<file path="config.mk">
export PLATFORM = sky130hd
export DESIGN_NAME = btsu_ram
export DESIGN_NICKNAME = d
export VERILOG_FILES = /design/src/btsu_ram.sv
export SDC_FILE = /design/constraint.sdc
export NUM_CORES = 1
export LEC_CHECK = 0
export BUFFER_PORTS_ARGS = -buffer_cell sky130_fd_sc_hd__buf_2
export CORE_MARGIN = 1.5
export CORE_UTILIZATION = 35
export DETAILED_ROUTE_END_ITERATION = 16
export PLACE_DENSITY = 0.58
export RECOVER_POWER = 50
export SYNTH_ARGS = -nofsm -noshare
export SYNTH_HDL_FRONTEND = slang
export SYNTH_SLANG_ARGS = --single-unit
</file>
<file path="constraint.sdc">
create_clock -name clk -period 4.1 [get_ports clk]
set_clock_uncertainty 0.05 [all_clocks]
set_input_delay 0.82 -clock clk [delete_from_list [all_inputs] [get_ports clk]]
set_output_delay 0.82 -clock clk [all_outputs]
set_load 0.005 [all_outputs]
</file>
<file path="src/btsu_ram.sv">
`timescale 1ns / 1ps
// Generic single-write, single-read RAM with registered read data.
// No dependencies.
module btsu_ram #(
    parameter int WIDTH = 8,
    parameter int DEPTH = 16
) (
    input  logic                     clk,
    input  logic                     wr_en,
    input  logic [$clog2(DEPTH)-1:0] wr_addr,
    input  logic [WIDTH-1:0]         wr_data,
    input  logic                     rd_en,
    input  logic [$clog2(DEPTH)-1:0] rd_addr,
    output logic [WIDTH-1:0]         rd_data
);

    logic [WIDTH-1:0] mem [DEPTH];
    logic [WIDTH-1:0] rd_data_reg;

    always_ff @(posedge clk)
    begin
        if (wr_en)
        begin
            mem[wr_addr] <= wr_data;
        end
        if (rd_en)
        begin
            rd_data_reg <= mem[rd_addr];
        end
    end

    assign rd_data = rd_data_reg;

endmodule

</file>
==> results.toml <==
[outcome]
outcome = "finished, final reports clean"

[drt]
viasPerCell = 5.180
drt_first_pass_iters = 4
ant_nets = 0
wire_per_inst_um = 22.53
wl_um = 10370
drc = 0
drt_iter0_drc = 186
vias = 2383

[cts]
clk_path_buf_depth = 2
cts.repair.resized = 0
clk_latency_ns = 0.41
clkTransAtPathRegs_ns = 0.05
clkSinkCount = 136
post-cts-setup-buffers = 0
cts_max_level = 4
cts_hold_buf = 0
tritoncts = "yes"
root_buffer = "clkbuf_16"
cts-buffers-inserted = 17

[pwr]
totalPowerFinal_mw = 3.012
p_leak_nw = 1.946
p_per_area_mw_per_mm2 = 500.7
ir_worst_vdd_mv = 0.3222

[critical_path]
worstPathCellList = "buf_2 > buf_4 > mux4_1 > a22oi_1 > nand2_1"
cp-start-kind = "input pin"
crit_path_top_delay_cell = "mux4_1"
cp_num_buf_inv = 2
end_kind = "register"
cpLargestDelayFamily = "multiplexers"
path_max_fanout = 32
slowest_delay_ns = 0.67
crit_type = "in2reg"
worstPathRequired_ns = 4.20
cp.arrival_ns = 2.43

[yosys]
syn_area_mm2 = 0.005228
synth-warning-count = 0
synth_top_cell_area_share_pct = 78.12
syn_area_per_cell_um2 = 22.83
ys_ff_latch = 136
synth_cells = 229
synth_seq_area_share_pct = 78.12
yosys.cell_types.count = 18
synth_top_cell_by_area = "edfxtp_1"
yosys-top-cells-area = "edfxtp_1 78%, mux4_2 7.8%, mux4_1 7.0%, a22oi_1 2.3%, nor2_1 0.93%"
mappedNetlistNets = 248

[cells_and_area]
final_nets = 287
ff_latch_area_mm2 = 0.004084
multi_input_area_mm2 = 0.001062
final_common_cell = "edfxtp_1"
largest_reg_flops = 128
layout-drive-gt1-share_pct = 22.10
nFillCells = 1309
area_delta_synth_final_pct = 15.06
final_cell_mix = "136 x edfxtp_1, 18 x mux4_2, 17 x clkbuf_16"
diodes = 0

[sta]
slew_headroom_pct = 38.94
fmax_mhz = 429.5
rsz0062_at_grt = "false"
setup_violations = 0
slew_viol_final = 0
holdWs_ns = 0.7080
worstMarginPinSlew_ns = 0.9125
final_hold_viol_count = 0
fin_tns_setup_ns = 0
layout_min_cycle_time_ns = 2.328
period_share_pct = 56.78

[grt]
overflow = 0
grt_max_degree = 33
antenna_found_initial = 0
grt_pass1_wl_um = 15630
grt_pass1_vias = 2521
grt_use_total_pct = 14.22

[placement]
portBuffers = 26
place_congestion = 0.7446
dp_hpwl_um = 6358

[run]
maxCapViolCount = 0

[die]
ioPinCount = 27
die_h_um = 125.2
die_x_um = 125.2
start_util_pct = 35.97
rows = 44
core_mm2 = 0.01453
dieArea_mm2 = 0.01568

[worst_hold_path]
min_path_type = "reg2reg"
## tightest hold or removal path: stages, from the launching register on
cell and delay (ns):
edfxtp_1 0.31, mux4_1 0.21, a22oi_1 0.08, nand2_1 0.06
## routing by layer
layer  up-vias  share of wire (%)  global-route usage (%)
met1      1248                 45                   18.98
met2        70                 48                   21.95
met5         -                  0                       0
met3         5                5.8                   5.006
li1       1060                  -                       -
met4         0               0.55                   4.612
## cells by family (layout without fill, tap and decap cells)
kind of cell    Yosys count  count (layout)  share of synthesized area [%]
flops                   136             136                          78.12
compound gates           16              16                          2.298
simple gates             35              35                          3.136
mux                      32              32                          14.79
buf+inv                  10              57                          1.651
## cell usage after synthesis, drive strengths merged
cell / count
edfxtp: 136
mux4: 32
a22oi: 16
nor2: 13
nand2: 9
buf: 7
nor3: 4
clkdlybuf4s25: 3
nand2b: 2
nand3b: 2
and2: 1
and2b: 1
nand3: 1
nor2b: 1
or3b: 1
## area by class of cell
cell class,count,share of cell area [%]
Clock buffer,19,7.198
Sequential cell,136,67.90
Timing Repair Buffer,30,2.392
Clock inverter,8,1.019
Tap cell,184,3.828
Multi-Input combinational cell,83,17.66
## per-stage QoR
step / setup slack [ns] / instance area, µm² / std cells / utilization (%)
2_1_floorplan: 1.737 / 5228 / 229 / -
3_3_place_gp: 1.284 / 5537 / 433 / 38.09
3_5_place_dp: 1.283 / 5537 / 433 / 38.09
4_1_cts: 1.724 / 6031 / 460 / 41.49
5_1_grt: 1.701 / 6015 / 460 / 41.38
6_report: 1.772 / 6015 / 460 / 41.38
## worst paths after layout
| path | start | endpoint | slack, ns | cells after the start |
|---|---|---|---|---|
| min | mem[11][2] | rd_data[2] | 0.71 | 3 |
| min reg2reg | mem[11][2] | rd_data[2] | 0.71 | 3 |
| max reg2reg | mem[5][2] | rd_data[2] | 2.55 | 3 |
| max | rd_addr[0] | rd_data[2] | 1.77 | 5 |
## power breakdown
| group | switching (mW) | leakage [nW] | internal [mW] |
|---|---|---|---|
| registers | 0.00726 | 1.24 | 1.57 |
| logic | 0.0847 | 0.463 | 0.0534 |
| clock network | 0.495 | 0.246 | 0.802 |
Note: power is estimated with default switching activity, not from simulation.
