===== config.mk =====
export PLATFORM = sky130hd
export DESIGN_NAME = btsu_queue
export DESIGN_NICKNAME = d
export VERILOG_FILES = /design/src/btsu_pkg.sv /design/src/btsu_queue.sv
export SDC_FILE = /design/constraint.sdc
export NUM_CORES = 1
export LEC_CHECK = 0
export BUFFER_PORTS_ARGS = -buffer_cell sky130_fd_sc_hd__buf_2
export CAP_MARGIN = 20
export CORE_UTILIZATION = 55
export DETAILED_ROUTE_END_ITERATION = 8
export GPL_TIMING_DRIVEN = 0
export PLACE_DENSITY = 0.83
export SLEW_MARGIN = 5
export SYNTH_ARGS = -nofsm -noshare
export SYNTH_HDL_FRONTEND = slang
export SYNTH_SLANG_ARGS = --single-unit

===== constraint.sdc =====
create_clock -name clk -period 10.65 [get_ports clk]
set_input_delay 2.13 -clock clk [delete_from_list [all_inputs] [get_ports clk]]
set_output_delay 2.13 -clock clk [all_outputs]
set_load 0.01 [all_outputs]

===== src/btsu_pkg.sv =====
`timescale 1ns / 1ps
// Shared types, codes and the logistic win-probability table for the
// Bradley-Terry score update block. Used by every module except the RAM.
package btsu_pkg;

    localparam int PAIR_SLOTS    = 64;
    localparam int MAX_CELLS     = 256;
    localparam int SLOT_W        = $clog2(PAIR_SLOTS);
    localparam int HELD_W        = $clog2(PAIR_SLOTS + 1);
    localparam int CELL_W        = $clog2(MAX_CELLS);
    localparam int CELLS_CFG_W   = 9;
    localparam int LR_W          = 16;
    localparam int CFG_DATA_W    = 16;
    localparam int SCORE_W       = 17;
    localparam int CNT_W         = 48;
    localparam int QUEUE_DEPTH   = 2;
    localparam int LOGISTIC_SIZE = 129;

    localparam logic [SCORE_W-1:0] ONE_Q16  = 17'd65536;
    localparam logic [SCORE_W-1:0] HALF_Q16 = 17'd32768;
    localparam logic [7:0]         Q_LIMIT  = 8'd128;

    localparam logic [1:0] OP_RECORD = 2'd0;
    localparam logic [1:0] OP_PASS   = 2'd1;
    localparam logic [1:0] OP_READ   = 2'd2;
    localparam logic [1:0] OP_UNUSED = 2'd3;

    localparam logic [1:0] KIND_RECORD = 2'd0;
    localparam logic [1:0] KIND_PASS   = 2'd1;
    localparam logic [1:0] KIND_READ   = 2'd2;

    localparam logic REG_LEARNING_RATE = 1'b0;
    localparam logic REG_CELLS_IN_USE  = 1'b1;

    typedef struct packed {
        logic              won;
        logic [CELL_W-1:0] cell_idx;
        logic [15:0]       lose;
        logic [15:0]       win;
    } pair_t;

    typedef struct packed {
        logic [1:0]        kind;
        logic [SLOT_W-1:0] slot;
        logic [HELD_W-1:0] count;
        pair_t             pair;
    } cmd_t;

    typedef struct packed {
        logic [LR_W-1:0]        lr;
        logic [CELLS_CFG_W-1:0] cells;
    } cfg_t;

    typedef struct packed {
        logic [CELL_W-1:0]  cell_idx;
        logic [SCORE_W-1:0] score;
        logic               changed;
        logic [CNT_W-1:0]   updates;
        logic [CNT_W-1:0]   flips;
        logic               last;
    } result_t;

    function automatic logic [LOGISTIC_SIZE-1:0][15:0] build_logistic();
        logic [63:0] e;
        logic [63:0] d;
        logic [63:0] num;
        logic [63:0] rem;
        logic [63:0] quo;
        logic [LOGISTIC_SIZE-1:0][15:0] t;
        e = 64'h1_0000_0000;
        t = '0;
        for (int k = 0; k < LOGISTIC_SIZE; k++)
        begin
            d   = 64'h1_0000_0000 + e;
            num = 64'h1_0000_0000_0000 + (d >> 1);
            rem = '0;
            quo = '0;
            for (int b = 48; b >= 0; b--)
            begin
                rem = {rem[62:0], num[b]};
                if (rem >= d)
                begin
                    rem    = rem - d;
                    quo[b] = 1'b1;
                end
            end
            t[k] = quo[15:0];
            e = (e * 64'd4034748384 + 64'h8000_0000) >> 32;
        end
        return t;
    endfunction

    localparam logic [LOGISTIC_SIZE-1:0][15:0] LOGISTIC = build_logistic();

endpackage


===== src/btsu_queue.sv =====
`timescale 1ns / 1ps
// Short command queue between front and back ends.
// Depends on btsu_pkg.
module btsu_queue (
    input  logic           clk,
    input  logic           rst_n,
    input  logic           push,
    input  btsu_pkg::cmd_t push_cmd,
    input  logic           pop,
    output logic           full,
    output logic           not_empty,
    output btsu_pkg::cmd_t head
);
    import btsu_pkg::*;

    localparam int PTR_W  = $clog2(QUEUE_DEPTH);
    localparam int FILL_W = $clog2(QUEUE_DEPTH + 1);

    cmd_t              entry_reg [QUEUE_DEPTH];
    logic [PTR_W-1:0]  wr_ptr_reg;
    logic [PTR_W-1:0]  rd_ptr_reg;
    logic [FILL_W-1:0] fill_reg;

    assign full      = (fill_reg == FILL_W'(QUEUE_DEPTH));
    assign not_empty = (fill_reg != '0);
    assign head      = entry_reg[rd_ptr_reg];

    always_ff @(posedge clk)
    begin
        if (push)
        begin
            entry_reg[wr_ptr_reg] <= push_cmd;
        end
    end

    always_ff @(posedge clk or negedge rst_n)
    begin
        if (!rst_n)
        begin
            wr_ptr_reg <= '0;
            rd_ptr_reg <= '0;
            fill_reg   <= '0;
        end
        else
        begin
            if (push)
            begin
                wr_ptr_reg <= (wr_ptr_reg == PTR_W'(QUEUE_DEPTH - 1)) ? '0 : wr_ptr_reg + 1'b1;
            end
            if (pop)
            begin
                rd_ptr_reg <= (rd_ptr_reg == PTR_W'(QUEUE_DEPTH - 1)) ? '0 : rd_ptr_reg + 1'b1;
            end
            if (push && !pop)
            begin
                fill_reg <= fill_reg + 1'b1;
            end
            else if (pop && !push)
            begin
                fill_reg <= fill_reg - 1'b1;
            end
        end
    end

endmodule


==> metrics <==
min-delay src=fill_reg[1]; remaining antenna violation count=0; worst skew pair latency=510 ps; max reg flops=112; critical setup path kind=flip-flop to output pin; Final min period=3860 ps; CP Launch Type=flip-flop; Final Hold Viols=0; fraction of layout cells with a size suffix above 1=0.633; number of gates resized after cts=0; Tot Pwr=1620 uW; Hold Crit Class=flip-flop to flip-flop; crit path from=rd_ptr_reg; via count=2214; Pleak=0.00228 uW; yosys warns=0; post-synth net total=251; post-synthesis mux area share=0.171; Detailed Route Iter0 Violations=50; CP Cell Sequence=buf_6 -> buf_6 -> mux2_4 -> buf_2; measured slew at the worst slew-check pin=904 ps; Post-CTS Setup Bufs=0; Die H=90.9 um; CTS Buf Count=17; critical path's top delay family=buffers and inverters; Routed wire per std cell=16.5 um; Final Core Density=0.741; Reg power frac=0.391; switching share of power=0.275; CP Capture Type=output pin; clk sink count=116; Synth Area per Inst=22.9 um2; simple-gate portion of the synthesized area=0.00661; largest family of logic cells by synthesized area=multiplexers; number of global-route vias before repair=2357; Sum Neg Setup Slack=0 ps; WP data arrival=1730 ps; CTS tree=done; Die Area=8270 um2; cell count after synthesis=190; Seq/Total Area, Yosys=0.796; drt pass-1 iters=5; Area growth syn-to-layout=30.9%; Netlist cell types=14; Max stage delay on crit path=380 ps; synthesized area=4350 um2; grt total ovfl=0; Starting Density=0.566; Max Cap Violations=0; Synth Area in Compound Gates=0; Vias/cell=5.00; Max VDD drop=0.222 mV; Clock transition at path regs=60 ps; H-tree Lvls=4; largest net degree at the start of global routing=31; Core ar.=7690 um2; Die X=90.9 um; post-cts hold buffer count=0; RSZ-0062 raised after global routing=false; Worst Skew=7.20 ps; Worst Path Required=8520 ps; Nets=389; clock buffer depth=2; ant diodes=0; final HPWL from detailed placement=4670 um; Crit Path Max Fanout=10; Clock power frac=0.333; part of the cycle the worst path needs=0.362; clock root buffer=clkbuf_8; Cell Pwr Density=285 nW/um2; Core Rows=32; relative slew slack=0.396; I/O Pins=118; XOR/XNOR share of the synthesized area=0.0101; initial antenna violation count=0; GPL Wtd Cong=0.665; status=complete, no violations; fill count=477; I/O Buffers=117; WP buf/inv=3; max-slew violation count=0; FF-to-FF Start=wr_ptr_reg; Comb pwr share=0.275; GRT Total Usage=0.194; final setup vio count=0; max frequency=259 MHz; first-pass GRT wire length=11400 um; Int Pwr=1180 uW; Sw Pwr=446 uW; crit-path most repeated cell=buf_6; Synth Area in Adders=0.00288; DR DRC count=0; FF+latch count, synth=116; slowest CP cell=dfrtp_1; Post-Route WL=7330 um
==> Yosys cell counts <==
cell      number  area, um2
or2_2          1       6.26
and2_1         1       6.26
mux2_2        26        293
xnor2_1        1       8.76
mux2_4        30        450
ha_1           1       12.5
dfrtp_1        4        100
edfxtp_1     112       3360
xor2_1         4       35.0
nor2b_1        2       12.5
inv_1          1       3.75
buf_6          4       45.0
buf_2          2       10.0
nor2_1         1       3.75
==> path summary, 6_finish.rpt <==
kind	slack [ps]	endpoint	depth (start not counted)
max reg2reg	8880	entry_reg[0][2]	2
min	510	fill_reg[1]	1
max	6790	head[10]	4
min reg2reg	510	fill_reg[1]	1
max in group asynchronous	9100	wr_ptr_reg	1
min in group asynchronous	1420	fill_reg[1]	1
==> routing by layer <==
metal / vias to the layer above / GRT usage / wire length [um]
li1: 1028 / - / -
met1: 1086 / 0.200 / 2780
met2: 93 / 0.340 / 3930
met3: 7 / 0.0871 / 547
met4: 0 / 0.0873 / 73
met5: - / 0 / 0
==> placed cells by master, fill, tap and decap left out, drive strengths merged <==
cell type and n:
clkbuf 18, edfxtp 112, clkinv 5, or2 1, clkinvlp 4, mux2 56, bufinv 2, buf 125
ha 1, and2 1, xor2 4, inv 4, nor2b 2, nor2 1, xnor2 1, dfrtp 4
==> area by class of cell <==
type                       count  area, um2  share of cell area
sequential                   116       3460               0.608
multi-input combinational     67        837               0.147
timing repair buffer         119        626               0.110
clock buffer                  18        428              0.0752
clock inverter                14        153              0.0268
tap                          102        128              0.0224
buffer                         6       55.1             0.00967
inverter                       1       3.75            0.000659
==> power groups by stage <==
stage	clock, uW	sequential (uW)	combinational [uW]
global route	570	642	478
finish	540	635	446
CTS	551	636	456
detailed placement	0	644	451
global placement	0	646	433
floorplan	0	639	300
==> logic make-up after synthesis <==
group,Yosys count
and+or+nand+nor,5
xor gates and xnor gates,5
buffers and inverters,7
adders and majority gates,1
DFF,116
muxes,56
==> stage by stage <==
step	worst slack, ps	instance area (um2)	instances	hold slack [ps]
2_1_floorplan	5570	4350	190	447
3_3_place_gp	4170	5060	409	463
3_5_place_dp	7000	5110	411	497
4_1_cts	6740	5690	443	511
5_1_grt	6700	5690	443	520
6_report	6790	5690	443	510
(Power assumes the default switching activity.)
