<file path="config.mk">
export PLATFORM = sky130hd
export DESIGN_NAME = btsu_front
export DESIGN_NICKNAME = d
export VERILOG_FILES = /design/src/btsu_pkg.sv /design/src/btsu_front.sv
export SDC_FILE = /design/constraint.sdc
export NUM_CORES = 1
export LEC_CHECK = 0
export ABC_AREA = 1
export BUFFER_PORTS_ARGS = -buffer_cell sky130_fd_sc_hd__buf_2
export CELL_PAD_IN_SITES_DETAIL_PLACEMENT = 0
export CELL_PAD_IN_SITES_GLOBAL_PLACEMENT = 1
export CORE_MARGIN = 1
export CORE_UTILIZATION = 13
export CTS_CLUSTER_DIAMETER = 200
export DETAILED_ROUTE_END_ITERATION = 8
export GPL_TIMING_DRIVEN = 0
export PLACE_DENSITY = 0.85
export SLEW_MARGIN = 10
export SYNTH_ARGS = -nofsm -noshare
export SYNTH_HDL_FRONTEND = slang
export SYNTH_SLANG_ARGS = --single-unit
</file>
<file path="constraint.sdc">
create_clock -name clk -period 1.27 [get_ports clk]
set_input_delay 0 -clock clk [delete_from_list [all_inputs] [get_ports clk]]
set_output_delay 0 -clock clk [all_outputs]
set_load 0.01 [all_outputs]
</file>
<file path="src/btsu_pkg.sv">
`timescale 1ns / 1ps
// Shared types, codes and the logistic win-probability table for the
// Bradley-Terry score update block. Used by every module except the RAM.
package btsu_pkg;

    localparam int PAIR_SLOTS    = 64;
    localparam int MAX_CELLS     = 256;
    localparam int SLOT_W        = $clog2(PAIR_SLOTS);
    localparam int HELD_W        = $clog2(PAIR_SLOTS + 1);
    localparam int CELL_W        = $clog2(MAX_CELLS);
    localparam int CELLS_CFG_W   = 9;
    localparam int LR_W          = 16;
    localparam int CFG_DATA_W    = 16;
    localparam int SCORE_W       = 17;
    localparam int CNT_W         = 48;
    localparam int QUEUE_DEPTH   = 2;
    localparam int LOGISTIC_SIZE = 129;

    localparam logic [SCORE_W-1:0] ONE_Q16  = 17'd65536;
    localparam logic [SCORE_W-1:0] HALF_Q16 = 17'd32768;
    localparam logic [7:0]         Q_LIMIT  = 8'd128;

    localparam logic [1:0] OP_RECORD = 2'd0;
    localparam logic [1:0] OP_PASS   = 2'd1;
    localparam logic [1:0] OP_READ   = 2'd2;
    localparam logic [1:0] OP_UNUSED = 2'd3;

    localparam logic [1:0] KIND_RECORD = 2'd0;
    localparam logic [1:0] KIND_PASS   = 2'd1;
    localparam logic [1:0] KIND_READ   = 2'd2;

    localparam logic REG_LEARNING_RATE = 1'b0;
    localparam logic REG_CELLS_IN_USE  = 1'b1;

    typedef struct packed {
        logic              won;
        logic [CELL_W-1:0] cell_idx;
        logic [15:0]       lose;
        logic [15:0]       win;
    } pair_t;

    typedef struct packed {
        logic [1:0]        kind;
        logic [SLOT_W-1:0] slot;
        logic [HELD_W-1:0] count;
        pair_t             pair;
    } cmd_t;

    typedef struct packed {
        logic [LR_W-1:0]        lr;
        logic [CELLS_CFG_W-1:0] cells;
    } cfg_t;

    typedef struct packed {
        logic [CELL_W-1:0]  cell_idx;
        logic [SCORE_W-1:0] score;
        logic               changed;
        logic [CNT_W-1:0]   updates;
        logic [CNT_W-1:0]   flips;
        logic               last;
    } result_t;

    function automatic logic [LOGISTIC_SIZE-1:0][15:0] build_logistic();
        logic [63:0] e;
        logic [63:0] d;
        logic [63:0] num;
        logic [63:0] rem;
        logic [63:0] quo;
        logic [LOGISTIC_SIZE-1:0][15:0] t;
        e = 64'h1_0000_0000;
        t = '0;
        for (int k = 0; k < LOGISTIC_SIZE; k++)
        begin
            d   = 64'h1_0000_0000 + e;
            num = 64'h1_0000_0000_0000 + (d >> 1);
            rem = '0;
            quo = '0;
            for (int b = 48; b >= 0; b--)
            begin
                rem = {rem[62:0], num[b]};
                if (rem >= d)
                begin
                    rem    = rem - d;
                    quo[b] = 1'b1;
                end
            end
            t[k] = quo[15:0];
            e = (e * 64'd4034748384 + 64'h8000_0000) >> 32;
        end
        return t;
    endfunction

    localparam logic [LOGISTIC_SIZE-1:0][15:0] LOGISTIC = build_logistic();

endpackage

</file>
<file path="src/btsu_front.sv">
`timescale 1ns / 1ps
// Front end: takes commands, drops unused codes, assigns pair slots and
// snapshots the pair count for update passes. Depends on btsu_pkg.
module btsu_front (
    input  logic                  clk,
    input  logic                  rst_n,
    input  logic                  start,
    input  logic                  full,
    input  logic [1:0]            op,
    input  logic [63:0]           batch_number,
    input  logic [15:0]           winner_fitness,
    input  logic [15:0]           loser_fitness,
    input  logic [7:0]            cell_index,
    input  logic                  did_win,
    output logic                  push,
    output btsu_pkg::cmd_t        cmd
);
    import btsu_pkg::*;

    logic [HELD_W-1:0] held_reg;
    logic [HELD_W-1:0] held_next;
    logic              accept;
    logic              room;

    assign accept = start && !full;
    assign room   = (held_reg < HELD_W'(PAIR_SLOTS));

    always_comb
    begin
        held_next         = held_reg;
        push              = 1'b0;
        cmd.kind          = KIND_RECORD;
        cmd.slot          = room ? held_reg[SLOT_W-1:0] : batch_number[SLOT_W-1:0];
        cmd.count         = held_reg;
        cmd.pair.won      = did_win;
        cmd.pair.cell_idx = cell_index;
        cmd.pair.lose     = loser_fitness;
        cmd.pair.win      = winner_fitness;
        if (accept)
        begin
            unique case (op)
                OP_RECORD:
                begin
                    push     = 1'b1;
                    cmd.kind = KIND_RECORD;
                    if (room)
                    begin
                        held_next = held_reg + 1'b1;
                    end
                end
                OP_PASS:
                begin
                    push     = 1'b1;
                    cmd.kind = KIND_PASS;
                end
                OP_READ:
                begin
                    push     = 1'b1;
                    cmd.kind = KIND_READ;
                end
                OP_UNUSED:
                begin
                    push = 1'b0;
                end
            endcase
        end
    end

    always_ff @(posedge clk or negedge rst_n)
    begin
        if (!rst_n)
        begin
            held_reg <= '0;
        end
        else
        begin
            held_reg <= held_next;
        end
    end

endmodule

</file>
==> out/summary.md <==
### Outcome
- finished, final reports clean — run status

### GRT
- 0.0749 — overall routing resource usage
- 754 — vias in the first global route
- 0 — initial antenna violation count
- 0 — overflow left after global routing
- 3560 um — first-pass GRT wire length
- 11 — maximum number of pins on one net before global-route repair

### Final layout
- 0 — number of antenna repair diodes
- 261 — number of standard cells in the final layout excluding fillers
- buf_2 — most common library cell in the layout ignoring fill and taps
- 7 — flip-flop count of the largest register, all copies and words added
- 0.634 — fraction of final layout cells sized beyond drive strength 1
- 0.218 — utilization after layout
- 62.0% — Syn-to-layout area delta
- 663 — filler instances
- 299 — net count of the finished layout
- buf_2, buf_4, nand2_1 — commonest cells after routing, fill and taps aside

### Die
- 0.135 — starting density of the core
- 168 — Ports
- 80.3 um — width of the die
- 5920 um^2 — area of the placeable core
- 28 — Site Rows
- 80.3 um — vertical extent of the die
- 6450 um^2 — Total Die Area

### Power
- 619 nW/um^2 — Power Density
- 0.000787 uW — leakage power summed over all cells
- 0.186 mV — maximum ir drop on the vdd rail
- 799 uW — total power after layout

### Setup path
- 0.42 ns — Crit path largest cell delay
- flop — kind of launch point of the worst setup path
- clkbuf_4 -> o21ai_0 -> buf_2 — sequence of cells on the critical path
- flip-flops — Largest delay share family, worst path
- 1.17 ns — CP arrival
- 2 — count of buffer and inverter cells on the critical path
- output pin — crit end category
- 10 — CP Max Fanout
- dfrtp_1 — Critical-path top delay cell
- 1.27 ns — required time reported for the critical path endpoint
- reg -> out — Setup CP Type

### Clock network
- 1 — H-tree Lvls
- 0.04 ns — clock slew seen by the registers of the worst setup and hold paths
- 7 — number of clock sinks
- 3 — clock buffers created by TritonCTS
- 2 — buffer levels on the longest clock path
- 0.23 ns — insertion delay to the later sink of the worst-skew pair
- clkbuf_8 — clock root buffer master
- built — clock tree from TritonCTS

### Synthesis
- 797 um^2 — area of the mapped netlist
- 225 — Mapped Nets
- 0.220 — sequential-to-total area share from yosys stat
- 7.05 um^2 — synthesized area divided by synthesized cell count
- 113 — instance count of the mapped netlist
- 7 — synthesis-stage register bit count
- 17 — number of different library cells in the post-synthesis netlist
- 0 — count of synthesis-stage warnings from yosys

### STA
- 0.00448 ns — Clock Skews
- no — RSZ-0062 raised after global routing
- 1.17 ns — post-layout minimum cycle time
- 0.841 — Max-slew headroom
- 0 ns — sum of negative setup slack
- 0.239 ns — actual slew at the worst max-slew pin
- 0 — Pins Over Slew Limit
- 0.101 ns — post-layout worst setup margin
- 855 MHz — maximum achievable frequency
- 0 — Final Hold Viols
- 0.921 — Tcrit/Tclk final
- 0 — final setup vio count

### Routing
- 3.52 — average via count per standard cell
- 919 — vias after detailed routing
- 4 — number of detailed-route iterations in the first pass
- 9.53 um — routed length per placed instance
- 0 — number of remaining DRC errors
- 0 — remaining antenna violation count after routing
- 14 — initial drt markers
- 2490 um — WL final

### Hold path
- in -> async — class of the worst hold path

### Flow run
- 0 — MaxCap Viol Count

### Placed design
- 0.752 — global placer's final weighted congestion
- 0.108 ns — pre-CTS setup slack
- 68 — count of input and output buffers
- 256 — placed instance count
- 2220 um — half-perimeter wire length of the detailed placement result

[worst paths after layout]
kind                          endpoint         startpoint  slack, ns  cells past startpoint
hold / removal             held_reg[5]              rst_n       0.15                      2
setup / recovery               cmd[50]        held_reg[6]       0.10                      3
max in group asynchronous  held_reg[4]              rst_n       0.96                      2
hold reg to reg            held_reg[5]        held_reg[5]       0.55                      2
setup reg to reg           held_reg[4]        held_reg[1]       0.14                      6
min in group clk                cmd[1]  winner_fitness[1]       0.18                      2
[Yosys cell counts (all sizes together)]
cell type	count	share of area
buf	42	0.39
nand2	29	0.14
inv	11	0.052
o21ai	8	0.050
dfrtp	7	0.22
nand3	5	0.047
nand4	4	0.031
nor2	4	0.042
a21oi	1	0.0063
ha	1	0.016
nor3	1	0.0063
[per-stage QoR]
stage	hold slack [ns]	area (um^2)
after floorplan	-0.296	797
after CTS	0.147	1290
final	0.148	1290
after global routing	0.165	1290
after global placement	-0.158	1230
after detailed placement	-0.161	1230
[cells by family after synthesis]
family / Yosys count / share of synthesized area
flops: 7 / 0.220
buf+inv: 53 / 0.444
compound gates: 9 / 0.0565
fa+ha+maj: 1 / 0.0157
simple gates: 43 / 0.264
[area by class of cell]
type                    count  area (um^2)  share of cell area
flip-flops and latches      7          175               0.136
inverters                  11         41.3              0.0320
clock buffers               4         45.0              0.0349
repair buffers             69          350               0.271
well taps                  75         93.8              0.0727
multi-input cells          53          270               0.209
plain buffers              42          315               0.244
[metal layers]
layer	vias to the layer above	global-route usage	share of wire
met1	385	0.0883	0.44
met2	70	0.115	0.41
met4	0	0.0321	0.0092
met5	-	0	0
li1	460	-	-
met3	4	0.0352	0.14
[report_power, final]
| group | total, uW | internal, uW | switching (uW) |
|---|---|---|---|
| registers | 229 | 226 | 2.62 |
| clock network | 305 | 216 | 88.2 |
| logic | 266 | 155 | 111 |
[worst register-to-register path, cell delays in order (launching register included)]
cell and delay [ns]:
dfrtp_1 0.43, ha_2 0.27, nand3_1 0.09, nand2_1 0.07
nand2_1 0.05, nand2_1 0.05, o21ai_1 0.05
[timing repair]
item	4_1_cts	5_1_grt
endpoints found under the setup margin	0	2
buffers inserted	0	0
hold buffers	1	0
hold endpoints to repair	7	0
resized for setup	0	2
Power figures use the tool's default switching activity.
