--- config.mk ---
export PLATFORM = sky130hd
export DESIGN_NAME = btsu_back
export DESIGN_NICKNAME = d
export VERILOG_FILES = /design/src/btsu_pkg.sv /design/src/btsu_back.sv
export SDC_FILE = /design/constraint.sdc
export NUM_CORES = 2
export LEC_CHECK = 0
export ABC_AREA = 1
export BUFFER_PORTS_ARGS = -buffer_cell sky130_fd_sc_hd__buf_2
export CORE_MARGIN = 2
export CORE_UTILIZATION = 62
export CTS_CLUSTER_DIAMETER = 50
export DETAILED_ROUTE_END_ITERATION = 6
export GPL_TIMING_DRIVEN = 1
export MAX_ROUTING_LAYER = met4
export PLACE_DENSITY_LB_ADDON = 0.1
export SLEW_MARGIN = 20
export SYNTH_ARGS = -nofsm -noshare
export SYNTH_HDL_FRONTEND = slang
export SYNTH_SLANG_ARGS = --single-unit
--- constraint.sdc ---
create_clock -name clk -period 22.6 [get_ports clk]
set_input_delay 4.52 -clock clk [delete_from_list [all_inputs] [get_ports clk]]
set_output_delay 4.52 -clock clk [all_outputs]
set_load 0.01 [all_outputs]
--- src/btsu_pkg.sv ---
`timescale 1ns / 1ps
// Shared types, codes and the logistic win-probability table for the
// Bradley-Terry score update block. Used by every module except the RAM.
package btsu_pkg;

    localparam int PAIR_SLOTS    = 64;
    localparam int MAX_CELLS     = 256;
    localparam int SLOT_W        = $clog2(PAIR_SLOTS);
    localparam int HELD_W        = $clog2(PAIR_SLOTS + 1);
    localparam int CELL_W        = $clog2(MAX_CELLS);
    localparam int CELLS_CFG_W   = 9;
    localparam int LR_W          = 16;
    localparam int CFG_DATA_W    = 16;
    localparam int SCORE_W       = 17;
    localparam int CNT_W         = 48;
    localparam int QUEUE_DEPTH   = 2;
    localparam int LOGISTIC_SIZE = 129;

    localparam logic [SCORE_W-1:0] ONE_Q16  = 17'd65536;
    localparam logic [SCORE_W-1:0] HALF_Q16 = 17'd32768;
    localparam logic [7:0]         Q_LIMIT  = 8'd128;

    localparam logic [1:0] OP_RECORD = 2'd0;
    localparam logic [1:0] OP_PASS   = 2'd1;
    localparam logic [1:0] OP_READ   = 2'd2;
    localparam logic [1:0] OP_UNUSED = 2'd3;

    localparam logic [1:0] KIND_RECORD = 2'd0;
    localparam logic [1:0] KIND_PASS   = 2'd1;
    localparam logic [1:0] KIND_READ   = 2'd2;

    localparam logic REG_LEARNING_RATE = 1'b0;
    localparam logic REG_CELLS_IN_USE  = 1'b1;

    typedef struct packed {
        logic              won;
        logic [CELL_W-1:0] cell_idx;
        logic [15:0]       lose;
        logic [15:0]       win;
    } pair_t;

    typedef struct packed {
        logic [1:0]        kind;
        logic [SLOT_W-1:0] slot;
        logic [HELD_W-1:0] count;
        pair_t             pair;
    } cmd_t;

    typedef struct packed {
        logic [LR_W-1:0]        lr;
        logic [CELLS_CFG_W-1:0] cells;
    } cfg_t;

    typedef struct packed {
        logic [CELL_W-1:0]  cell_idx;
        logic [SCORE_W-1:0] score;
        logic               changed;
        logic [CNT_W-1:0]   updates;
        logic [CNT_W-1:0]   flips;
        logic               last;
    } result_t;

    function automatic logic [LOGISTIC_SIZE-1:0][15:0] build_logistic();
        logic [63:0] e;
        logic [63:0] d;
        logic [63:0] num;
        logic [63:0] rem;
        logic [63:0] quo;
        logic [LOGISTIC_SIZE-1:0][15:0] t;
        e = 64'h1_0000_0000;
        t = '0;
        for (int k = 0; k < LOGISTIC_SIZE; k++)
        begin
            d   = 64'h1_0000_0000 + e;
            num = 64'h1_0000_0000_0000 + (d >> 1);
            rem = '0;
            quo = '0;
            for (int b = 48; b >= 0; b--)
            begin
                rem = {rem[62:0], num[b]};
                if (rem >= d)
                begin
                    rem    = rem - d;
                    quo[b] = 1'b1;
                end
            end
            t[k] = quo[15:0];
            e = (e * 64'd4034748384 + 64'h8000_0000) >> 32;
        end
        return t;
    endfunction

    localparam logic [LOGISTIC_SIZE-1:0][15:0] LOGISTIC = build_logistic();

endpackage

--- src/btsu_back.sv ---
`timescale 1ns / 1ps
// Back end: executes queued commands against the pair store and score RAMs,
// runs the per-pair update sequence and drives results. Depends on btsu_pkg.
module btsu_back (
    input  logic                         clk,
    input  logic                         rst_n,
    input  btsu_pkg::cfg_t               cfg,
    input  logic                         q_valid,
    input  btsu_pkg::cmd_t               q_head,
    output logic                         q_pop,
    output logic                         pair_wr_en,
    output logic [btsu_pkg::SLOT_W-1:0]  pair_wr_addr,
    output btsu_pkg::pair_t              pair_wr_data,
    output logic                         pair_rd_en,
    output logic [btsu_pkg::SLOT_W-1:0]  pair_rd_addr,
    input  btsu_pkg::pair_t              pair_rd_data,
    output logic                         score_wr_en,
    output logic [btsu_pkg::CELL_W-1:0]  score_wr_addr,
    output logic [btsu_pkg::SCORE_W-1:0] score_wr_data,
    output logic                         score_rd_en,
    output logic [btsu_pkg::CELL_W-1:0]  score_rd_addr,
    input  logic [btsu_pkg::SCORE_W-1:0] score_rd_data,
    output logic                         result_valid,
    output btsu_pkg::result_t            result
);
    import btsu_pkg::*;

    localparam logic [2:0] ST_IDLE = 3'd0;
    localparam logic [2:0] ST_RD   = 3'd1;
    localparam logic [2:0] ST_DEC  = 3'd2;
    localparam logic [2:0] ST_PROB = 3'd3;
    localparam logic [2:0] ST_MUL  = 3'd4;
    localparam logic [2:0] ST_WB   = 3'd5;

    logic [2:0]          state_reg, state_next;
    logic [HELD_W-1:0]   count_reg, count_next;
    logic [SLOT_W-1:0]   idx_reg, idx_next;
    logic [CELL_W-1:0]   cell_reg, cell_next;
    logic                won_reg, won_next;
    logic                neg_reg, neg_next;
    logic [7:0]          qabs_reg, qabs_next;
    logic [15:0]         pw_reg, pw_next;
    logic [15:0]         delta_reg, delta_next;
    logic                in_range_reg, in_range_next;
    logic [CNT_W-1:0]    upd_reg, upd_next;
    logic [CNT_W-1:0]    flip_reg, flip_next;
    logic                sv_reg;
    logic [MAX_CELLS-1:0] valid_reg;
    logic                res_valid_reg, res_valid_next;
    result_t             res_reg, res_next;

    logic [CELL_W-1:0]   last_cell;
    logic signed [16:0]  margin;
    logic signed [17:0]  biased;
    logic signed [13:0]  qv;
    logic [16:0]         pw_flip;
    logic [16:0]         factor;
    logic [32:0]         prod;
    logic [SCORE_W-1:0]  prior_score;
    logic [17:0]         raised;
    logic [SCORE_W-1:0]  new_score;
    logic                changed;
    logic                last_pair;

    always_comb
    begin
        if (cfg.cells == '0)
        begin
            last_cell = '0;
        end
        else if (cfg.cells > CELLS_CFG_W'(MAX_CELLS))
        begin
            last_cell = CELL_W'(MAX_CELLS - 1);
        end
        else
        begin
            last_cell = CELL_W'(cfg.cells - 1'b1);
        end
    end

    assign margin      = $signed({pair_rd_data.win[15], pair_rd_data.win})
                       - $signed({pair_rd_data.lose[15], pair_rd_data.lose});
    assign biased      = $signed({margin[16], margin}) + 18'sd8;
    assign qv          = 14'(biased >>> 4);
    assign pw_flip     = 17'd65536 - {1'b0, LOGISTIC[qabs_reg]};
    assign factor      = won_reg ? (17'd65536 - {1'b0, pw_reg}) : {1'b0, pw_reg};
    assign prod        = {17'd0, cfg.lr} * {16'd0, factor} + 33'd32768;
    assign prior_score = sv_reg ? score_rd_data : HALF_Q16;
    assign raised      = {1'b0, prior_score} + {2'b00, delta_reg};
    assign last_pair   = ({1'b0, idx_reg} + 1'b1) == count_reg;

    always_comb
    begin
        if (won_reg)
        begin
            new_score = (raised > {1'b0, ONE_Q16}) ? ONE_Q16 : raised[SCORE_W-1:0];
        end
        else
        begin
            new_score = ({1'b0, delta_reg} > prior_score) ? '0
                                                          : prior_score - {1'b0, delta_reg};
        end
    end

    assign changed = (new_score != prior_score);

    always_comb
    begin
        state_next     = state_reg;
        count_next     = count_reg;
        idx_next       = idx_reg;
        cell_next      = cell_reg;
        won_next       = won_reg;
        neg_next       = neg_reg;
        qabs_next      = qabs_reg;
        pw_next        = pw_reg;
        delta_next     = delta_reg;
        in_range_next  = in_range_reg;
        upd_next       = upd_reg;
        flip_next      = flip_reg;
        res_valid_next = 1'b0;
        res_next       = res_reg;
        q_pop          = 1'b0;
        pair_wr_en     = 1'b0;
        pair_wr_addr   = q_head.slot;
        pair_wr_data   = q_head.pair;
        pair_rd_en     = 1'b0;
        pair_rd_addr   = '0;
        score_rd_en    = 1'b0;
        score_rd_addr  = q_head.pair.cell_idx;
        score_wr_en    = 1'b0;
        score_wr_addr  = cell_reg;
        score_wr_data  = new_score;
        unique case (state_reg)
            ST_IDLE:
            begin
                if (q_valid)
                begin
                    q_pop = 1'b1;
                    unique case (q_head.kind)
                        KIND_RECORD:
                        begin
                            pair_wr_en = 1'b1;
                        end
                        KIND_READ:
                        begin
                            score_rd_en   = 1'b1;
                            cell_next     = q_head.pair.cell_idx;
                            in_range_next = (q_head.pair.cell_idx <= last_cell);
                            state_next    = ST_RD;
                        end
                        KIND_PASS:
                        begin
                            count_next = q_head.count;
                            idx_next   = '0;
                            if (q_head.count != '0)
                            begin
                                pair_rd_en = 1'b1;
                                state_next = ST_DEC;
                            end
                        end
                        default:
                        begin
                            q_pop = 1'b1;
                        end
                    endcase
                end
            end
            ST_RD:
            begin
                res_valid_next    = 1'b1;
                res_next.cell_idx = cell_reg;
                res_next.score    = (in_range_reg && sv_reg) ? score_rd_data : HALF_Q16;
                res_next.changed  = 1'b0;
                res_next.updates  = upd_reg;
                res_next.flips    = flip_reg;
                res_next.last     = 1'b1;
                state_next        = ST_IDLE;
            end
            ST_DEC:
            begin
                cell_next     = (pair_rd_data.cell_idx > last_cell) ? last_cell
                                                                    : pair_rd_data.cell_idx;
                won_next      = pair_rd_data.won;
                score_rd_en   = 1'b1;
                score_rd_addr = cell_next;
                if (qv > 14'sd128)
                begin
                    neg_next  = 1'b0;
                    qabs_next = Q_LIMIT;
                end
                else if (qv < -14'sd128)
                begin
                    neg_next  = 1'b1;
                    qabs_next = Q_LIMIT;
                end
                else
                begin
                    neg_next  = qv[13];
                    qabs_next = qv[13] ? 8'(-qv) : 8'(qv);
                end
                state_next = ST_PROB;
            end
            ST_PROB:
            begin
                pw_next    = neg_reg ? pw_flip[15:0] : LOGISTIC[qabs_reg];
                state_next = ST_MUL;
            end
            ST_MUL:
            begin
                delta_next = prod[31:16];
                state_next = ST_WB;
            end
            ST_WB:
            begin
                score_wr_en       = 1'b1;
                upd_next          = upd_reg + 1'b1;
                flip_next         = changed ? flip_reg + 1'b1 : flip_reg;
                res_valid_next    = 1'b1;
                res_next.cell_idx = cell_reg;
                res_next.score    = new_score;
                res_next.changed  = changed;
                res_next.updates  = upd_next;
                res_next.flips    = flip_next;
                res_next.last     = last_pair;
                if (last_pair)
                begin
                    state_next = ST_IDLE;
                end
                else
                begin
                    idx_next     = idx_reg + 1'b1;
                    pair_rd_en   = 1'b1;
                    pair_rd_addr = idx_next;
                    state_next   = ST_DEC;
                end
            end
            default:
            begin
                state_next = ST_IDLE;
            end
        endcase
        if (state_reg == ST_IDLE)
        begin
            pair_rd_addr = '0;
        end
    end

    always_ff @(posedge clk)
    begin
        count_reg    <= count_next;
        idx_reg      <= idx_next;
        cell_reg     <= cell_next;
        won_reg      <= won_next;
        neg_reg      <= neg_next;
        qabs_reg     <= qabs_next;
        pw_reg       <= pw_next;
        delta_reg    <= delta_next;
        in_range_reg <= in_range_next;
        res_reg      <= res_next;
        if (score_rd_en)
        begin
            sv_reg <= valid_reg[score_rd_addr];
        end
    end

    always_ff @(posedge clk or negedge rst_n)
    begin
        if (!rst_n)
        begin
            state_reg     <= ST_IDLE;
            upd_reg       <= '0;
            flip_reg      <= '0;
            valid_reg     <= '0;
            res_valid_reg <= 1'b0;
        end
        else
        begin
            state_reg     <= state_next;
            upd_reg       <= upd_next;
            flip_reg      <= flip_next;
            res_valid_reg <= res_valid_next;
            if (score_wr_en)
            begin
                valid_reg[score_wr_addr] <= 1'b1;
            end
        end
    end

    assign result_valid = res_valid_reg;
    assign result       = res_reg;

    a_pop_idle: assert property (@(posedge clk) disable iff (!rst_n)
        q_pop |-> (state_reg == ST_IDLE) && q_valid)
        else $error("command popped while back end busy");

    a_result_source: assert property (@(posedge clk) disable iff (!rst_n)
        res_valid_reg |-> ($past(state_reg) == ST_WB) || ($past(state_reg) == ST_RD))
        else $error("result strobe without a producing step");

    a_score_range: assert property (@(posedge clk) disable iff (!rst_n)
        res_valid_reg |-> (res_reg.score <= ONE_Q16))
        else $error("score above one");

    a_flip_hold: assert property (@(posedge clk) disable iff (!rst_n)
        (state_reg != ST_WB) |=> $stable(flip_reg) && $stable(upd_reg))
        else $error("counters moved outside write-back");

endmodule

==> results by group <==
Clocking
  – Worst skew pair latency: 630 ps
  – Cts bufs inserted: 70
  – Clock slew at reported path FFs: 60 ps
  – CTS max path bufs: 3
  – Num Clock Sinks: 559
  – Cts hold-fix bufs: 0
  – CTS tree: built
  – Post-cts sizing count: 0
  – Root Driver: clkbuf_16
  – Setup bufs post-CTS: 0
  – CTS H-tree lvls: 3

Worst setup path
  – Crit path capture type: output pin
  – Worst-path cell chain: buf_2, nor2_1, inv_1, nor2_1, inv_1, nor3_2, o21ai_0, inv_1, ha_1, a21oi_1, o21ai_0, nand2_1, nand2_1, nand2_1, clkinv_1, a21oi_1, o21ai_0, o21ai_4, buf_4, buf_2
  – R2R Path Start: pw_reg[0]
  – Worst setup SP type: primary input
  – Max FO, Critical Path: 35
  – R2R Path End: delta_reg[12]
  – Worst EP arrival: 8000 ps
  – Crit-path slowest cell: buf_4
  – Reg2reg path depth: 31
  – R2R Setup Slk: 13870 ps
  – CP delay by family, top: buffers and inverters
  – Critical path class: primary input to output pin
  – Worst path required time: 18080 ps
  – Slowest Stage Delay on Critical Path: 450 ps
  – Buf/Inv on CP: 7

Worst hold path
  – Hold Path Class: flop to flop
  – Hold Path End: valid_reg[195]
  – Hold Startpoint: valid_reg[195]
  – WHS Path Cells: 2

Global routing
  – First-pass GRT wire length: 185000 um
  – Met2 Use GR: 0.562
  – Tot GR Track Use: 0.363
  – Vias in the first global route: 34400
  – Met3 Use GR: 0.0705
  – GR peak layer: met2
  – GR Util met1: 0.465
  – Initial antenna violation count: 4
  – GR Overflow Total: 0
  – Pin count of the biggest net entering global routing: 155

Die
  – Initial Util: 0.627
  – Rows: 93
  – DIE HEIGHT: 259 um
  – Area of the core: 0.0645 mm2
  – Die area: 0.0673 mm2
  – Die width: 259 um
  – # IOs: 357

Detailed routing
  – Remaining DRCs: 0
  – Vias per cell: 5.74
  – Total Routed Length: 117000 um
  – 1st-iter DRT viols: 3495
  – Routed Antenna Nets: 0
  – Drt wl/cell: 19.4 um
  – DR pass1 iterations: 6
  – DR vias: 34600

Synth
  – Synth top area share: 0.220
  – Sequential fraction of the synthesis area: 0.367
  – Post-synth EDFFs: 188
  – FFs w/ async S/R, synth: 0.637
  – Yosys top cell by area: dfrtp_1
  – Mapped Nets: 5526
  – Mapped Cells: 4964
  – Post-synth top cells: nand2_1 (1140), inv_1 (783), nor2_1 (408), nand3_1 (381), dfrtp_1 (356)
  – Ranking of synthesized cells by area: dfrtp_1 (22%), edfxtp_1 (14%), nand2_1 (11%)
  – Synth warn: 0
  – Synth Cell Area: 0.0405 mm2
  – Mapped Avg Cell Area: 8.15 um2
  – Cell variety after synth: 57
  – Count leader, synth: nand2_1
  – Primary FF master, synth: dfrtp_1
  – Synthesized flop and latch total: 559

Timing
  – RSZ-0062 raised after global routing: no
  – Highest clock rate: 0.0799 GHz
  – Rel. slew slack: 0.279
  – Final setup violation count: 0
  – Slew @ Worst Pin: 1070 ps
  – Min Hold Slack: 453 ps
  – Period utilisation layout: 0.554
  – Final Hold Viols: 0
  – Setup TNS: 0 ps
  – Fin crit period: 12520 ps
  – Slew Viols, Final: 0
  – Clock Skew: 29.8 ps

Power and ir drop
  – Total power: 7.24 mW
  – P per Cell Area: 163 mW/mm2
  – Max IR drop VDD: 0.259 mV
  – Leak pwr: 22.0 nW

Layout
  – Non-filler cells in the finished layout: 6035
  – # nets final: 5681
  – Number of flip-flops in the largest register: 256
  – Share of cells above drive strength 1: 0.101
  – Synth-to-Final Area Change: 9.76%

Status
  – Status: finished clean

Placement
  – Placed Instances: 5902
  – Gpl congestion: 1.02
  – IO buf count: 278
  – Detailed placement HPWL: 85800 um

Job
  – Max_cap viols: 0
[cell usage in the layout, fill, tap and decap left out, types with 6 or more instances in the layout]
cell type / count
a21oi_1: 113
a31oi_1: 12
buf_2: 277
buf_4: 27
clkbuf_1: 8
clkbuf_16: 71
clkbuf_8: 15
clkinv_1: 15
clkinv_4: 7
dfrtp_1: 356
dfxtp_1: 15
edfxtp_1: 188
fa_1: 208
ha_1: 212
inv_1: 782
inv_2: 14
inv_6: 7
inv_8: 6
nand2_1: 1139
nand2_2: 16
nand3_1: 381
nand3_2: 13
nand3b_1: 22
nand4_1: 73
nor2_1: 406
nor2_2: 9
nor2_4: 7
nor3_1: 67
nor4_1: 34
o211ai_1: 137
o21a_1: 7
o21ai_0: 181
o21ai_1: 8
o21bai_1: 135
o31ai_1: 6
or2_2: 18
xnor2_1: 27
xor2_1: 91
[logic make-up (layout without fill, tap and decap cells)]
kind of cell    after synthesis  after routing  synth area share
buf+inv                    1032           1244             0.105
fa+ha+maj                   420            420             0.169
simple gates               2208           2208             0.236
xor+xnor                    118            118            0.0255
compound gates              627            627            0.0978
other cells                   0              4                 0
flops                       559            559             0.367
[per-layer routing]
layer	share of wire	vias up
met5	0	-
met4	0.046	0
met3	0.079	336
met2	0.46	1439
met1	0.41	16600
li1	-	16300
[where the power goes]
group,switching (mW),internal [mW]
clock,0.463,0.676
combinational,3.04,1.65
sequential,0.0780,1.33
total,3.58,3.66
[worst reg2reg max path: cells and delay by family (launching register included)]
kind	cells	cell delay [ps]
fa+ha+maj	8	3500
simple gates	9	1850
flops	1	360
buf+inv	8	1290
compound gates	5	1390
xor+xnor	1	70
[stage by stage]
stage / setup slack [ps] / util / instance area, um2
2_1_floorplan: 10610 / - / 40500
3_3_place_gp: 10110 / 0.651 / 42000
3_5_place_dp: 10150 / 0.651 / 42000
4_1_cts: 10130 / 0.689 / 44400
5_1_grt: 9700 / 0.689 / 44400
6_report: 10080 / 0.689 / 44400
[worst max-delay path by stage]
| stage | startpoint | endpoint | slack [ps] | cells past startpoint |
|---|---|---|---|---|
| floorplan | state_reg[0] | pair_rd_addr[0] | 10610 | 7 |
| global placement | cfg[3] | score_rd_addr[2] | 10110 | 20 |
| detailed placement | cfg[3] | score_rd_addr[2] | 10150 | 20 |
| CTS | cfg[3] | score_rd_addr[2] | 10130 | 20 |
| global route | cfg[3] | score_rd_addr[2] | 9700 | 20 |
| finish | cfg[3] | score_rd_addr[2] | 10080 | 20 |
[final cells by class]
class | instances | area, um2
diodes | 4 | 10.0
clock buffers | 94 | 2010
clock inverters | 35 | 395
fillers | 5348 | 20100
inverters | 809 | 3040
multi-input cells | 3373 | 21400
flip-flops and latches | 559 | 14900
well taps | 855 | 1070
repair buffers | 306 | 1620
Note: power is estimated with default switching activity, not from simulation.
